**src/rtl/core/pntc_pkg.sv**
```systemverilog
package pntc_pkg;

    // Pattern geometry
    localparam int CELLS_PER_PATTERN_DEF = 256;
    localparam int CNT_W                 = 9;

    // Stream codes
    localparam logic       OP_DATA       = 1'b0;
    localparam logic       OP_NEW_PAT    = 1'b1;
    localparam logic [7:0] EMPTY_NOTE    = 8'h80;
    localparam logic [3:0] FX_SET_VOLUME = 4'hC;

    // Byte phase codes
    localparam logic [1:0] PH_NOTE_START = 2'd0;
    localparam logic [1:0] PH_LAST_BYTE  = 2'd3;

    typedef struct packed {
        logic       op;
        logic [7:0] data_byte;
    } t_in_item;

    typedef struct packed {
        logic [7:0] cell_index;
        logic [7:0] cell_byte0;
        logic [7:0] cell_byte1;
        logic [7:0] cell_byte2;
        logic [7:0] cell_byte3;
        logic       last_cell;
    } t_out_item;

    // Decimal-coded byte to binary: high digit * 10 + low digit
    function automatic logic [7:0] bcd_to_bin(input logic [7:0] b);
        logic [7:0] hi;
        hi = {4'b0000, b[7:4]};
        return (hi << 3) + (hi << 1) + {4'b0000, b[3:0]};
    endfunction

endpackage

```
**src/rtl/core/pntc_in_stage.sv**
```systemverilog
module pntc_in_stage (
    input  logic              i_clk,
    input  logic              i_rst_n,
    input  logic              i_valid,
    output logic              o_ready,
    input  pntc_pkg::t_in_item i_item,
    output logic              o_valid,
    input  logic              i_take,
    output pntc_pkg::t_in_item o_item
);

    logic               r_v;
    logic               n_v;
    pntc_pkg::t_in_item r_item;

    assign o_ready = !r_v || i_take;
    assign o_valid = r_v;
    assign o_item  = r_item;

    always_comb begin
        n_v = r_v;
        if (i_valid && o_ready) begin
            n_v = 1'b1;
        end else if (i_take) begin
            n_v = 1'b0;
        end
    end

    always_ff @(posedge i_clk) begin
        if (!i_rst_n) begin
            r_v <= 1'b0;
        end else begin
            r_v <= n_v;
        end
    end

    // Capture on accept
    always_ff @(posedge i_clk) begin
        if (i_valid && o_ready) begin
            r_item <= i_item;
        end
    end

endmodule

```
**src/rtl/core/pntc_cell_unit.sv**
```systemverilog
module pntc_cell_unit #(
    parameter int CELLS_PER_PATTERN = pntc_pkg::CELLS_PER_PATTERN_DEF
) (
    input  logic               i_clk,
    input  logic               i_rst_n,
    input  logic               i_valid,
    input  pntc_pkg::t_in_item i_item,
    input  logic               i_slot_free,
    output logic               o_take,
    output logic               o_res_valid,
    output pntc_pkg::t_out_item o_res
);

    localparam logic [pntc_pkg::CNT_W-1:0] CNT_FULL = pntc_pkg::CNT_W'(CELLS_PER_PATTERN);
    localparam logic [pntc_pkg::CNT_W-1:0] CNT_LAST = pntc_pkg::CNT_W'(CELLS_PER_PATTERN - 1);
    localparam logic [pntc_pkg::CNT_W-1:0] CNT_ONE  = pntc_pkg::CNT_W'(1);

    logic [1:0]                r_phase;
    logic [pntc_pkg::CNT_W-1:0] r_cnt;
    logic [7:0]                r_held [3];

    logic [1:0]                n_phase;
    logic [pntc_pkg::CNT_W-1:0] n_cnt;
    logic                      fire;
    logic                      hold_byte;
    logic [7:0]                smp;
    logic [7:0]                db;

    assign fire   = i_valid && i_slot_free;
    assign o_take = i_slot_free;
    assign db     = i_item.data_byte;

    // Sample number rebuilt from both high nibbles, divided by four
    assign smp = 8'(({4'b0000, r_held[2][7:4]} + {r_held[0][7:4], 4'b0000}) >> 2);

    always_comb begin
        n_phase     = r_phase;
        n_cnt       = r_cnt;
        hold_byte   = 1'b0;
        o_res_valid = 1'b0;
        o_res       = '0;
        o_res.cell_index = r_cnt[7:0];
        o_res.last_cell  = (r_cnt == CNT_LAST);
        if (fire) begin
            priority if (i_item.op == pntc_pkg::OP_NEW_PAT) begin
                n_phase = pntc_pkg::PH_NOTE_START;
                n_cnt   = '0;
            end else if (r_cnt >= CNT_FULL) begin
                // drop bytes past a full pattern
            end else if (r_phase == pntc_pkg::PH_NOTE_START && db == pntc_pkg::EMPTY_NOTE) begin
                o_res_valid = 1'b1;
                n_cnt       = r_cnt + CNT_ONE;
            end else if (r_phase != pntc_pkg::PH_LAST_BYTE) begin
                hold_byte = 1'b1;
                n_phase   = r_phase + 2'd1;
            end else begin
                o_res_valid      = 1'b1;
                n_cnt            = r_cnt + CNT_ONE;
                n_phase          = pntc_pkg::PH_NOTE_START;
                o_res.cell_byte0 = {smp[7:4], r_held[0][3:0]};
                o_res.cell_byte1 = r_held[1];
                o_res.cell_byte2 = {smp[3:0], r_held[2][3:0]};
                o_res.cell_byte3 = (r_held[2][3:0] == pntc_pkg::FX_SET_VOLUME)
                                 ? pntc_pkg::bcd_to_bin(db) : db;
            end
        end
    end

    always_ff @(posedge i_clk) begin
        if (!i_rst_n) begin
            r_phase <= pntc_pkg::PH_NOTE_START;
            r_cnt   <= '0;
        end else begin
            r_phase <= n_phase;
            r_cnt   <= n_cnt;
        end
    end

    always_ff @(posedge i_clk) begin
        if (hold_byte) begin
            r_held[r_phase] <= db;
        end
    end

endmodule

```
**src/rtl/core/pntc_out_stage.sv**
```systemverilog
module pntc_out_stage (
    input  logic                i_clk,
    input  logic                i_rst_n,
    input  logic                i_load,
    input  pntc_pkg::t_out_item i_res,
    output logic                o_slot_free,
    output logic                o_valid,
    input  logic                i_ready,
    output pntc_pkg::t_out_item o_item
);

    logic                r_v;
    logic                n_v;
    pntc_pkg::t_out_item r_item;

    assign o_slot_free = !r_v || i_ready;
    assign o_valid     = r_v;
    assign o_item      = r_item;

    always_comb begin
        n_v = r_v;
        if (i_load) begin
            n_v = 1'b1;
        end else if (i_ready) begin
            n_v = 1'b0;
        end
    end

    always_ff @(posedge i_clk) begin
        if (!i_rst_n) begin
            r_v <= 1'b0;
        end else begin
            r_v <= n_v;
        end
    end

    always_ff @(posedge i_clk) begin
        if (i_load) begin
            r_item <= i_res;
        end
    end

endmodule

```
**src/rtl/core/packed_note_to_tracker_cell_core.sv**
```systemverilog
// Channel   Direction  Handshake          Payload
// --------  ---------  -----------------  -----------------------------------------
// input     in         i_valid / o_ready  i_item: op, data_byte
// result    out        o_valid / i_ready  o_item: cell_index, cell_byte0..3, last_cell
//
// One item per cycle sustained while i_ready stays high; o_valid rises once the item that
// completes its cell has passed the input register and then been loaded into the result register.
// The byte phase, held bytes and cell counter update in one pass per item.
// Reset (synchronous, active low) empties both registers and starts a new pattern.
// A stalled result register holds the slot; the input register then fills and
// o_ready drops until i_ready frees the slot.
module packed_note_to_tracker_cell_core #(
    parameter int CELLS_PER_PATTERN = pntc_pkg::CELLS_PER_PATTERN_DEF
) (
    input  logic                i_clk,
    input  logic                i_rst_n,
    input  logic                i_valid,
    output logic                o_ready,
    input  pntc_pkg::t_in_item  i_item,
    output logic                o_valid,
    input  logic                i_ready,
    output pntc_pkg::t_out_item o_item
);

    logic                w_in_v;
    pntc_pkg::t_in_item  w_in_item;
    logic                w_take;
    logic                w_slot_free;
    logic                w_res_v;
    pntc_pkg::t_out_item w_res;

    // Input register: decouple the upstream handshake
    pntc_in_stage u_in (
        .i_clk   (i_clk),
        .i_rst_n (i_rst_n),
        .i_valid (i_valid),
        .o_ready (o_ready),
        .i_item  (i_item),
        .o_valid (w_in_v),
        .i_take  (w_take),
        .o_item  (w_in_item)
    );

    // Advance phase and counter, build the cell when a note completes
    pntc_cell_unit #(
        .CELLS_PER_PATTERN (CELLS_PER_PATTERN)
    ) u_cell (
        .i_clk       (i_clk),
        .i_rst_n     (i_rst_n),
        .i_valid     (w_in_v),
        .i_item      (w_in_item),
        .i_slot_free (w_slot_free),
        .o_take      (w_take),
        .o_res_valid (w_res_v),
        .o_res       (w_res)
    );

    // Result register: hold the cell until taken
    pntc_out_stage u_out (
        .i_clk       (i_clk),
        .i_rst_n     (i_rst_n),
        .i_load      (w_res_v),
        .i_res       (w_res),
        .o_slot_free (w_slot_free),
        .o_valid     (o_valid),
        .i_ready     (i_ready),
        .o_item      (o_item)
    );

    // A shown cell never lies past the end of the pattern
    a_index_in_range: assert property (@(posedge i_clk) disable iff (!i_rst_n)
        o_valid |-> (9'(o_item.cell_index) <= 9'(CELLS_PER_PATTERN - 1)))
        else $error("cell index beyond pattern");

    // last_cell flags exactly the final index
    a_last_matches: assert property (@(posedge i_clk) disable iff (!i_rst_n)
        o_valid |-> (o_item.last_cell == (9'(o_item.cell_index) == 9'(CELLS_PER_PATTERN - 1))))
        else $error("last_cell disagrees with cell index");

    // Both registers full and result stalled: no new item may enter
    a_backpressure: assert property (@(posedge i_clk) disable iff (!i_rst_n)
        (w_in_v && o_valid && !i_ready) |-> !o_ready)
        else $error("item accepted while pipeline is blocked");

    // A result is loaded only into a free slot
    a_no_overwrite: assert property (@(posedge i_clk) disable iff (!i_rst_n)
        (o_valid && !i_ready) |-> !w_res_v)
        else $error("result overwrites a pending cell");

endmodule

```
**config.mk**
```make
export PLATFORM = sky130hd
export DESIGN_NAME = packed_note_to_tracker_cell_core
export DESIGN_NICKNAME = d
export VERILOG_FILES = /design/src/rtl/core/pntc_pkg.sv /design/src/rtl/core/pntc_in_stage.sv /design/src/rtl/core/pntc_cell_unit.sv /design/src/rtl/core/pntc_out_stage.sv /design/src/rtl/core/packed_note_to_tracker_cell_core.sv
export SDC_FILE = /design/constraint.sdc
export NUM_CORES = 1
export LEC_CHECK = 0
export BUFFER_PORTS_ARGS = -buffer_cell sky130_fd_sc_hd__clkbuf_2
export CAP_MARGIN = 5
export CORE_MARGIN = 4
export CORE_UTILIZATION = 55
export DETAILED_ROUTE_END_ITERATION = 12
export HOLD_SLACK_MARGIN = 0.05
export PLACE_DENSITY = 0.76
export SLEW_MARGIN = 40
export SYNTH_ARGS = -nofsm -noshare
export SYNTH_HDL_FRONTEND = slang
export SYNTH_HIERARCHICAL = 1
export SYNTH_SLANG_ARGS = --single-unit
```
**constraint.sdc**
```tcl
create_clock -name i_clk -period 3.6 [get_ports i_clk]
set_input_delay 0.18 -clock i_clk [delete_from_list [all_inputs] [get_ports i_clk]]
set_output_delay 0.18 -clock i_clk [all_outputs]
set_load 0.01 [all_outputs]
```
; Word-level counts from Yosys, hierarchy flattened
; Memories as Yosys holds them, arrays and structs flattened. A register that Yosys moved wholly into a read port is not among the register bits.
; Cells that the tools add are included.
[word_totals]
register_bits = 55
mem_bits_rw = 24
inputBits = 13
output_inout_bits = 43
word_cells = 66
mem_count = 1
[classes]
addsub = 5
n_lt_le_gt_ge = 1
eq_ne = 7
muxes = 25
bitwise = 1
n_reduce_logical = 14
[memory_table]
columns = name, depth, word_bits, rd, rd_clocked_by_memory_dff, write_ports, line
row1 = u_cell.r_held, 3, 8, 3, 1, 1, pntc_cell_unit.sv:20  ; logic [7:0] r_held [3];
[op_table]
columns = operator, n
row1 = $mux W9, 4
row2 = $mux W1, 16
row3 = $add A9 B1 Y9 const B, 1
row4 = $eq A9 B8 Y1 const B, 1
row5 = $ge A9 B9 Y1 const B, 1
row6 = $add A4 B8 Y8, 1
row7 = $add A7 B5 Y8, 1
row8 = $add A8 B4 Y8, 1
row9 = $eq A8 B8 Y1 const B, 1
row10 = $mux W2, 4
row11 = $mux W8, 1
row12 = $ne A2 B2 Y1 const B, 3
row13 = $reduce_and A3 Y1, 2
row14 = $reduce_or A5 Y1, 1
row15 = $eq A4 B4 Y1 const B, 1
row16 = $reduce_bool A2 Y1, 2
row17 = $reduce_or A4 Y1, 1
row18 = $logic_and A1 B1 Y1, 3
row19 = $ne A3 B2 Y1 const B, 1
row20 = $add A2 B1 Y2 const B, 1
row21 = $logic_not A1 Y1, 2
row22 = $logic_not A2 Y1, 1
row23 = $logic_or A1 B1 Y1, 2
row24 = $not A1 Y1, 1

; Longest topological paths before layout
; Gate-level depths: netlist of run 1.
[depth]
word_depth = 8
ltp_mapped = 9
mapped_depth_nobuf = 9

; By module
; Netlist of run 1, hierarchy kept.
[by_module_without_submodules]
columns = module, instances, cells_each, area_each_um2, seq_area_each_um2
row1 = pntc_cell_unit, 1, 188, 1935.6, 880.8
row2 = pntc_out_stage, 1, 45, 1280.0, 1251.2
row3 = pntc_in_stage, 1, 14, 327.8, 290.3

; Worst setup path before layout of run 1
; Ideal clock, no wire load.
[synth_timing]
path_kind = register to register
start = register u_in.r_item (netlist bit u_in/o_item[2])
end = register u_out.r_item (netlist bit u_out/o_item[0]) (enable)
setup_ns = 0.385
t_arrival_ns = 2.140
required_time_ns = 3.215
slack_ns = 1.075
stages_incl_launch_ff = 5
path_buffers = 0
period_less_slack_ns = 2.525
path_cell_list = edfxtp_1 or4_1 o32ai_4 nand2_2 clkinv_1
[synth_between]
elab_chain_cells = 6
[synth_rtl]
columns = element, line
row1 = start: declaration, pntc_in_stage.sv:14  ; pntc_pkg::t_in_item r_item;
row2 = start signal: assignment, pntc_in_stage.sv:40  ; r_item <= i_item;
row3 = $eq A8 B8 Y1, pntc_cell_unit.sv:50  ; end else if (r_phase == pntc_pkg::PH_NOTE_START && db == pntc_pkg::EMPTY_NOTE) begin
row4 = $logic_and A1 B1 Y1, pntc_cell_unit.sv:50
row5 = $mux W1, pntc_cell_unit.sv:50
row6 = $mux W1, pntc_cell_unit.sv:48  ; end else if (r_cnt >= CNT_FULL) begin
row7 = $mux W1, pntc_cell_unit.sv:45  ; priority if (i_item.op == pntc_pkg::OP_NEW_PAT) begin
row8 = $mux W1, pntc_cell_unit.sv:44  ; if (fire) begin
row9 = via w_res_v, packed_note_to_tracker_cell_core.sv:29  ; logic w_res_v;
row10 = end signal: assignment, pntc_out_stage.sv:39  ; r_item <= i_res;
row11 = end: declaration, pntc_out_stage.sv:14  ; pntc_pkg::t_out_item r_item;
; The timed path passes the listed nets, and every way through them passes these cells.
; A chain may end at the register's enable or synchronous reset.

; Worst setup path in the final report of run 1
[layout_timing]
start = register u_in.r_item (netlist bit u_in/o_item[2])
end = register u_out.r_item (netlist bit u_out/o_item[38]) (enable)
; Same word-level chain as after synthesis.

==> flow_summary.json, run 1 <==
{
  "outcome": "completed",
  "yosysUniqueCellTypes": 37,
  "min_period_over_period_pct": 76.28,
  "crit_arrival_ns": 2.74,
  "antenna_found_initial": 0,
  "core_um2": 6096,
  "grt.overflow.total": 0,
  "max-clock-path-buffers": 2,
  "synth_area_leaders": "edfxtp_1, dfxtp_1, ha_1, and2_1, buf_4",
  "h-tree-depth": 3,
  "placed_cells": 367,
  "synthToLayoutAreaGrowth_pct": 15.96,
  "critPathCaptureType": "flop",
  "slowest_stage": "or4_1",
  "globalplace.congestion": 0.8329,
  "ios": 56,
  "die_y_um": 88.27,
  "p_clk_share_pct": 32.5,
  "synth_warnings": 6,
  "startpoint_type": "flop",
  "ant_nets": 0,
  "synth_compound_area_share_pct": 6.744,
  "crit_path_cell_trace": "or4_1 > o32ai_4 > nand2_2 > clkinv_1 > buf_4",
  "track_usage_pct": 16.47,
  "nets": 341,
  "placementRows": 28,
  "drt-total-wl_um": 5658,
  "die_area_um2": 7791,
  "avgSynthCellArea_um2": 14.35,
  "yosysSeqAreaShare_pct": 68.36,
  "grt_pass1_wl_um": 9584,
  "grt_pass1_vias": 2001,
  "yosysTopAreaCellShare_pct": 61.02,
  "tightest_slew_ns": 0.5737,
  "synthMuxAreaShare_pct": 1.412,
  "power_frac_comb_pct": 5.5,
  "grt_max_degree": 41,
  "io_buffers": 55,
  "synth_top_family_by_area": "simple AND/OR/NAND/NOR gates",
  "fmax_ghz": 0.3642,
  "setup_viol": 0,
  "finClkSkew_ns": 0.006147,
  "required_ns": 3.60,
  "clock-root-buffer": "clkbuf_8",
  "max_stage_delay_ns": 0.63,
  "start_util_pct": 58.13,
  "crit_type": "flop to flop",
  "cts_tree": "yes",
  "finalPower_uw": 1767,
  "numCtsBuffers": 9,
  "final_common_cell": "edfxtp_1",
  "seq_power_share_pct": 62.0,
  "p_int_uw": 1372,
  "synthXorXnorAreaFrac_pct": 0.7415,
  "synth_area_um2": 3543,
  "slew_violations": 0,
  "leakage_uw": 0.001493,
  "ctsResizeCount": 0,
  "ys_ff_latch": 85,
  "power_density_nw_per_um2": 430.0,
  "drv_cap": 0,
  "via_per_inst": 5.255,
  "hold_class": "input port to flop",
  "yosys.area_share.simple_pct": 12.32,
  "critPathMaxFanout": 40,
  "switching_share_pct": 22.37,
  "clk_transition_reported_paths_ns": 0.08,
  "final.min_clock_period_ns": 2.746,
  "switching_power_uw": 395.3,
  "firstDrtPassIters": 4,
  "n_antenna_cell": 0,
  "relSlewSlack_pct": 61.46,
  "dp_hpwl_um": 3961,
  "drive_above_1_share_pct": 25.87,
  "layout_common_cells": "edfxtp_1, clkbuf_2, and2_1",
  "clkSinkCount": 85,
  "avgRoutedWirePerCell_um": 14.43,
  "fin_tns_setup_ns": 0,
  "synth_cells": 247,
  "clkLatencyLatePin_ns": 0.35,
  "synth_top_cell_by_area": "edfxtp_1",
  "drc": 0,
  "die_w_um": 88.27,
  "drt-initial-drc-count": 132,
  "rsz0062_at_grt": "no",
  "synthAdderAreaFrac_pct": 6.073,
  "vias": 2060,
  "irDropWorstVdd_v": 0.0002495,
  "stdcell_count": 392,
  "hold_violations": 0,
  "postCtsSetupBuffers": 0
}
-- layout make-up --
class,instances,area [µm²]
sequential,85,2422
fill,445,1987
multi-input combinational,134,980.9
timing repair buffer,67,387.9
clock buffer,10,127.6
tap,75,93.84
inverter,15,56.30
clock inverter,6,40.04
-- power groups by stage --
| stage | sequential, µW | clock, µW | combinational (µW) |
|---|---|---|---|
| final | 1090 | 574 | 97.7 |
| after global routing | 1100 | 638 | 114 |
| after CTS | 1100 | 583 | 98.3 |
| after detailed placement | 1120 | 0 | 89.2 |
| after global placement | 1120 | 0 | 85.6 |
| after floorplan | 1110 | 0 | 70.2 |
-- cell families (layout without fill, tap and decap cells) --
kind of cell / count (synthesis) / after routing
mux: 5 / 5
compound gates: 35 / 35
flops: 85 / 85
fa+ha+maj: 16 / 16
xor+xnor: 3 / 3
simple gates: 73 / 73
buf+inv: 29 / 98
other cells: 1 / 2
-- registers in the layout (all words and copies together) (netlist names) --
signal / cells
u_cell/r_cnt: 9
u_cell/r_held: 22
u_cell/r_phase: 2
u_in/o_item: 9
u_in/o_valid: 1
u_out/o_item: 41
u_out/o_valid: 1
-- path summary, 6_finish.rpt --
path / start / endpoint / slack [ns] / cells after the start
worst min register to register: u_cell/r_cnt[7]$_SDFFE_PN0P_ / u_out/o_item[40]$_DFFE_PP_ / 0.49 / 0
worst max register to register: u_in/o_item[2]$_DFFE_PP_ / u_out/o_item[38]$_DFFE_PP_ / 0.85 / 5
worst max-delay path: u_in/o_item[2]$_DFFE_PP_ / u_out/o_item[38]$_DFFE_PP_ / 0.85 / 5
worst min-delay path: i_valid / u_in/o_valid$_SDFFE_PN0P_ / 0.07 / 3
-- synthesized netlist by cell type (all sizes together) --
cell / instances
edfxtp: 72
o21a: 1
or4: 3
conb: 1
nand3: 3
fa: 2
or3: 3
a41oi: 2
a21oi: 13
xnor2: 3
and3: 4
o21ai: 9
inv: 13
a21o: 2
ha: 14
buf: 11
a21boi: 2
nor4: 2
clkbuf: 3
and2: 28
nand2: 8
mux2i: 5
a211oi: 1
clkinv: 2
nand3b: 4
nor3: 3
a22oi: 1
o32ai: 1
nand2b: 4
nor2: 11
a221oi: 1
dfxtp: 13
o31ai: 2
-- worst max-delay path, delay by kind of cell, from the launching register on --
family | cells | cell delay (ns)
AND/OR/NAND/NOR | 2 | 0.75
buffers and inverters | 2 | 0.64
AO/OA/AOI/OAI | 1 | 0.49
flip-flops | 1 | 0.48
-- repair_timing --
| action | in CTS | in global routing |
|---|---|---|
| hold buffers | 9 | 0 |
| endpoints found under the hold margin | 9 | 0 |
| setup endpoints to repair | 0 | 0 |
-- stage by stage --
stage	instance area, µm²	util, %	hold slack (ns)	setup slack, ns
after floorplan	3547	-	0.2789	1.075
after global placement	3851	63.18	0.3573	0.9473
after detailed placement	3851	63.18	0.3591	0.8274
after CTS	4109	67.41	0.05916	0.8198
after global routing	4109	67.41	0.08602	0.6334
final	4109	67.41	0.06686	0.8540
-- layer usage --
metal  wire length, µm  global-route usage [%]
met3               365                   5.028
met4                97                   6.593
met5                 0                       0
met2              2709                   27.06
met1              2486                   20.49
Power figures use the tool's default switching activity.
==> inputs of run 2 (changes only) <==
Settings changed: ABC_AREA set to 1.
Clock period 3.6 ns to 2.8 ns, I/O delays scaled along.
==> flow_summary.json, run 2 <==
{
  "clkSinkCount": 85,
  "avgRoutedWirePerCell_um": 12.94,
  "slew_violations": 0,
  "drive_above_1_share_pct": 22.96,
  "start_util_pct": 57.24,
  "layout_common_cells": "edfxtp_1, inv_1, clkbuf_2",
  "grt_max_degree": 44,
  "leakage_uw": 0.001745,
  "multi_input_area_um2": 909.6,
  "numCtsBuffers": 9,
  "max_stage_delay_ns": 0.53,
  "clock-root-buffer": "clkbuf_8",
  "power_density_nw_per_um2": 560.6,
  "crit_path_cell_trace": "inv_1 > fa_1 > inv_1 > fa_1 > nand2_1 > nand2_1 > a21oi_1 > xnor2_1 > nor2_1 > nor2_1",
  "die_y_um": 89.76,
  "grt_pass1_wl_um": 10560,
  "drv_cap": 0,
  "max-clock-path-buffers": 2,
  "outcome": "completed",
  "yosysTopAreaCellShare_pct": 58.82,
  "setup_viol": 0,
  "required_ns": 2.90,
  "cts_tree": "yes",
  "n_fill_cell": 489,
  "synth_warnings": 6,
  "hold_class": "input port to flop",
  "fin_tns_setup_ns": 0,
  "critPathMaxFanout": 5,
  "crit_type": "flop to flop",
  "synth_area_um2": 3676,
  "regArea_um2": 2422,
  "synth_cells": 322,
  "placementRows": 29,
  "synth_edf_count": 72,
  "irDropWorstVdd_v": 0.0003903,
  "globalplace.congestion": 0.8460,
  "rsz0062_at_grt": "no",
  "via_per_inst": 4.872,
  "min_period_over_period_pct": 82.94,
  "final_common_cell": "edfxtp_1",
  "antenna_found_initial": 0,
  "critPathCaptureType": "flop",
  "placed_cells": 443,
  "firstDrtPassIters": 4,
  "fmax_ghz": 0.4306,
  "clk_transition_reported_paths_ns": 0.08,
  "yosys-top-cells-count": "edfxtp_1, inv_1, nor2_1",
  "yosysMostFrequentCell": "edfxtp_1",
  "preCtsSetupSlack_ns": 0.4720,
  "finClkSkew_ns": 0.008685,
  "h-tree-depth": 3,
  "postCtsSetupBuffers": 0,
  "drt-total-wl_um": 6068,
  "yosysSeqAreaShare_pct": 65.90,
  "async_flop_share_pct": 0,
  "ys_ff_latch": 85,
  "vias": 2285,
  "tightest_slew_ns": 0.5100,
  "stdcell_count": 469,
  "ctsResizeCount": 0,
  "critPathBufInv": 2,
  "crit_family": "adder cells",
  "core_um2": 6422,
  "n_antenna_cell": 0,
  "nets": 416,
  "grt.overflow.total": 0,
  "synthToLayoutAreaGrowth_pct": 16.17,
  "crit_arrival_ns": 2.43,
  "hold_violations": 0,
  "ant_nets": 0,
  "final.min_clock_period_ns": 2.322,
  "synth_top_cell_by_area": "edfxtp_1",
  "ctsHoldBuffers": 10,
  "design_area_um2": 4270,
  "fin_ws_ns": 0.4778,
  "grt_pass1_vias": 2260,
  "relSlewSlack_pct": 65.88,
  "io_buffers": 55,
  "dp_hpwl_um": 4264,
  "ios": 56,
  "die_w_um": 89.76,
  "hold_ws_ns": 0.08937,
  "track_usage_pct": 16.59,
  "avgSynthCellArea_um2": 11.42,
  "largest_reg_flops": 41,
  "ys.flop_type": "edfxtp_1",
  "yosysUniqueCellTypes": 28,
  "die_area_um2": 8056,
  "slowest_stage": "fa_1",
  "synth_area_leaders": "edfxtp_1, dfxtp_1, inv_1, ha_1, nor2_1",
  "place_area_um2": 3966,
  "drt-initial-drc-count": 92,
  "startpoint_type": "flop",
  "drc": 0,
  "clkLatencyLatePin_ns": 0.35
}
## run 2: cell types whose count changed after synthesis, moves of 3 or more
cell,previous run,this run
mux2i_1,5,0
inv_2,0,3
or3_1,3,0
and2_1,27,0
nand3b_1,4,0
clkbuf_1,3,0
nor2_1,11,42
nand2_1,6,41
inv_1,13,59
and3_1,4,0
nand3_1,3,18
o21ai_0,9,5
nand4_1,0,3
a21oi_1,13,16
## run 2: metrics by stage
step                      power (µW)  util (%)
after global routing            2500     66.49
after floorplan                 1528         -
final                           2394     66.49
after CTS                       2422     66.43
after global placement          1561     61.76
after detailed placement        1569     61.76
## run 2: worst min-delay path: cells and delay by family
family                 cells  cell delay, ns
AO/OA/AOI/OAI              1            0.05
buffers and inverters      2            0.12
AND/OR/NAND/NOR            1            0.09
## run 2: power breakdown
group	switching [µW]	internal, µW	total (µW)
clock network	430	414	845
registers	25.9	1390	1410
logic	78.8	57.4	136
total	535	1860	2390
## run 2: worst paths after layout
check / endpoint / start / cells past startpoint / slack, ns
worst min-delay path: u_out/o_valid$_SDFFE_PN0P_ / i_ready / 4 / 0.09
worst max register to register: u_out/o_item[7]$_DFFE_PP_ / u_in/o_item[3]$_DFFE_PP_ / 10 / 0.48
worst max-delay path: u_out/o_item[7]$_DFFE_PP_ / u_in/o_item[3]$_DFFE_PP_ / 10 / 0.48
worst min register to register: u_out/o_item[38]$_DFFE_PP_ / u_cell/r_cnt[5]$_SDFFE_PN0P_ / 0 / 0.49
## run 2: metal layers
metal	routed length, µm	vias up	global-route usage [%]
met4	125	0	8.812
met3	365	11	3.923
met1	2552	1044	20.47
met5	0	-	0
li1	-	1164	-
met2	3024	66	27.19
## run 2: kinds of logic after synthesis
family,count (synthesis),synth area share [%]
flops,85,65.90
buf+inv,77,9.564
fa+ha+maj,16,5.854
xor+xnor,3,0.7149
other cells,1,0.1020
simple gates,116,14.09
compound gates,24,3.778
## run 2: cell type report
cell class                 instances  area share [%]
inverter                          63           5.596
clock buffer                       9           2.901
multi-input combinational        161           21.30
sequential                        85           56.72
clock inverter                     7           1.787
timing repair buffer              67           9.434
tap                               77           2.256
==> inputs of run 3 (changes only) <==
Settings changed: ABC_AREA 1 to 0, CORE_UTILIZATION 55 to 50, PLACE_DENSITY 0.76 to 0.73.
Clock period 2.8 ns to 1.9 ns, I/O delays scaled along.
==> flow_summary.json, run 3 (same netlist as run 1, synthesis figures left out) <==
{
  "leakage_uw": 0.001860,
  "switching_power_uw": 835.4,
  "clock-root-buffer": "clkbuf_8",
  "finalPower_uw": 3798,
  "drt-initial-drc-count": 123,
  "clkLatencyLatePin_ns": 0.35,
  "layout_common_cells": "edfxtp_1, clkbuf_2, buf_4",
  "hold_ws_ns": 0.1344,
  "violations": "setup timing",
  "min_period_over_period_pct": 116.9,
  "crit_top_cell": "buf_4",
  "global_route.usage.met1_pct": 21.57,
  "seq_power_share_pct": 54.1,
  "rsz0062_at_grt": "yes",
  "design_area_um2": 4792,
  "final_common_cell": "edfxtp_1",
  "grt.overflow.total": 0,
  "globalplace.congestion": 0.8329,
  "grt_pass1_wl_um": 11020,
  "required_ns": 2.17,
  "ant_nets": 0,
  "irDropWorstVdd_v": 0.0004535,
  "use_met3_pct": 3.774,
  "max_stage_delay_ns": 0.52,
  "fmax_ghz": 0.4501,
  "numCtsBuffers": 9,
  "critPathBufInv": 3,
  "max-clock-path-buffers": 2,
  "die_y_um": 92.19,
  "top_usage_layer": "met2",
  "startpoint_type": "flop",
  "die_w_um": 92.19,
  "io_buffers": 55,
  "n_antenna_cell": 0,
  "power_density_nw_per_um2": 792.6,
  "drc": 0,
  "placementRows": 30,
  "largest_reg_flops": 41,
  "firstDrtPassIters": 4,
  "critPathMaxFanout": 7,
  "hold_class": "input port to flop",
  "crit_path_cell_trace": "buf_4 > or4_4 > o32ai_4 > nand2_4 > buf_12 > buf_4 > o31ai_4",
  "cts_tree": "yes",
  "dp_hpwl_um": 4284,
  "finClkSkew_ns": 0.007925,
  "critical_path_depth": 7,
  "critPathCaptureType": "flop",
  "p_int_uw": 2963,
  "grt_max_degree": 24,
  "crit_type": "flop to flop",
  "core_um2": 6832,
  "rr_endpoint": "u_cell/r_cnt[0]$_SDFFE_PN0P_",
  "worstSetupEndpoint": "u_cell/r_cnt[0]$_SDFFE_PN0P_",
  "outcome": "complete, but fails checks",
  "track_usage_pct": 17.18,
  "final.min_clock_period_ns": 2.222,
  "setup_viol": 105,
  "hold_violations": 0,
  "r2r_slack_ns": -0.32,
  "h-tree-depth": 3,
  "use_met2_pct": 28.47,
  "fin_ws_ns": -0.3220,
  "vias": 2266,
  "drive_above_1_share_pct": 41.58,
  "reg2reg_depth": 7,
  "synthToLayoutAreaGrowth_pct": 35.24,
  "clkSinkCount": 85,
  "slowest_stage": "or4_4",
  "antenna_found_initial": 0,
  "p_clk_share_pct": 37.7,
  "slew_violations": 0,
  "preCtsSetupSlack_ns": -0.3442,
  "via_per_inst": 4.884,
  "crit_arrival_ns": 2.49,
  "start_util_pct": 51.87,
  "grt_pass1_vias": 2249,
  "startpoint": "u_in/o_item[6]$_DFFE_PP_",
  "nets": 392,
  "die_area_um2": 8498,
  "switching_share_pct": 21.99,
  "crit_family": "simple AND/OR/NAND/NOR gates",
  "ios": 56,
  "power_frac_comb_pct": 8.2,
  "drt-total-wl_um": 6861,
  "drv_cap": 0,
  "avgRoutedWirePerCell_um": 14.79,
  "clk_transition_reported_paths_ns": 0.09,
  "rr_startpoint": "u_in/o_item[6]$_DFFE_PP_",
  "place_area_um2": 4179
}
run 3: timing repair:
| item | 4_1_cts | 5_1_grt |
|---|---|---|
| hold buffers | 11 | 0 |
| gates cloned | 4 | 2 |
| endpoints found under the hold margin | 11 | 0 |
| pin swaps | 15 | 8 |
| endpoints found under the setup margin | 105 | 105 |
| resized for setup | 26 | 9 |
| setup buffers | 6 | 2 |
run 3: worst register-to-register path, stage by stage (launching register included):
cell      delay, ns
edfxtp_1       0.44
buf_4          0.16
or4_4          0.52
o32ai_4        0.40
nand2_4        0.10
buf_12         0.20
buf_4          0.17
o31ai_4        0.17
run 3: final cells by class:
class / instances / area [µm²]
clock inverters: 7 / 106.4
multi-input cells: 134 / 1072
repair inverters: 5 / 98.84
inverters: 15 / 82.58
clock buffers: 9 / 123.9
repair buffers: 113 / 765.7
fillers: 474 / 2039
flip-flops and latches: 85 / 2422
well taps: 96 / 120.1
run 3: per-stage QoR:
step	setup TNS, ns	utilization (%)	cells
after global placement	-21.04	61.17	423
after global routing	-29.28	70.15	464
after CTS	-17.59	69.23	460
after floorplan	-10.15	-	248
final	-23.11	70.15	464
after detailed placement	-24.25	61.17	423
run 3: worst min path at each step:
stage                          from  cells after the start  slack, ns                          to
after floorplan           i_item[0]                      0       0.19    u_in/o_item[0]$_DFFE_PP_
after global placement    i_item[7]                      1       0.27    u_in/o_item[7]$_DFFE_PP_
after detailed placement  i_item[3]                      1       0.27    u_in/o_item[3]$_DFFE_PP_
after CTS                   i_ready                      4       0.11  u_out/o_valid$_SDFFE_PN0P_
after global routing        i_ready                      4       0.15  u_out/o_valid$_SDFFE_PN0P_
final                       i_ready                      4       0.13  u_out/o_valid$_SDFFE_PN0P_
run 3: per-layer routing:
layer	routed length (µm)	part of all wire [%]	up-vias
met5	0	0	-
met1	2996	44	1093
met2	3488	51	52
met3	214	3.1	12
met4	162	2.4	0
li1	-	-	1109
run 3: power groups by stage:
| stage | registers (µW) | clock network (µW) | logic [µW] |
|---|---|---|---|
| floorplan | 2100 | 0 | 143 |
| global placement | 2090 | 0 | 248 |
| detailed placement | 2100 | 0 | 258 |
| CTS | 2050 | 1480 | 301 |
| global route | 2060 | 1560 | 347 |
| finish | 2050 | 1430 | 313 |
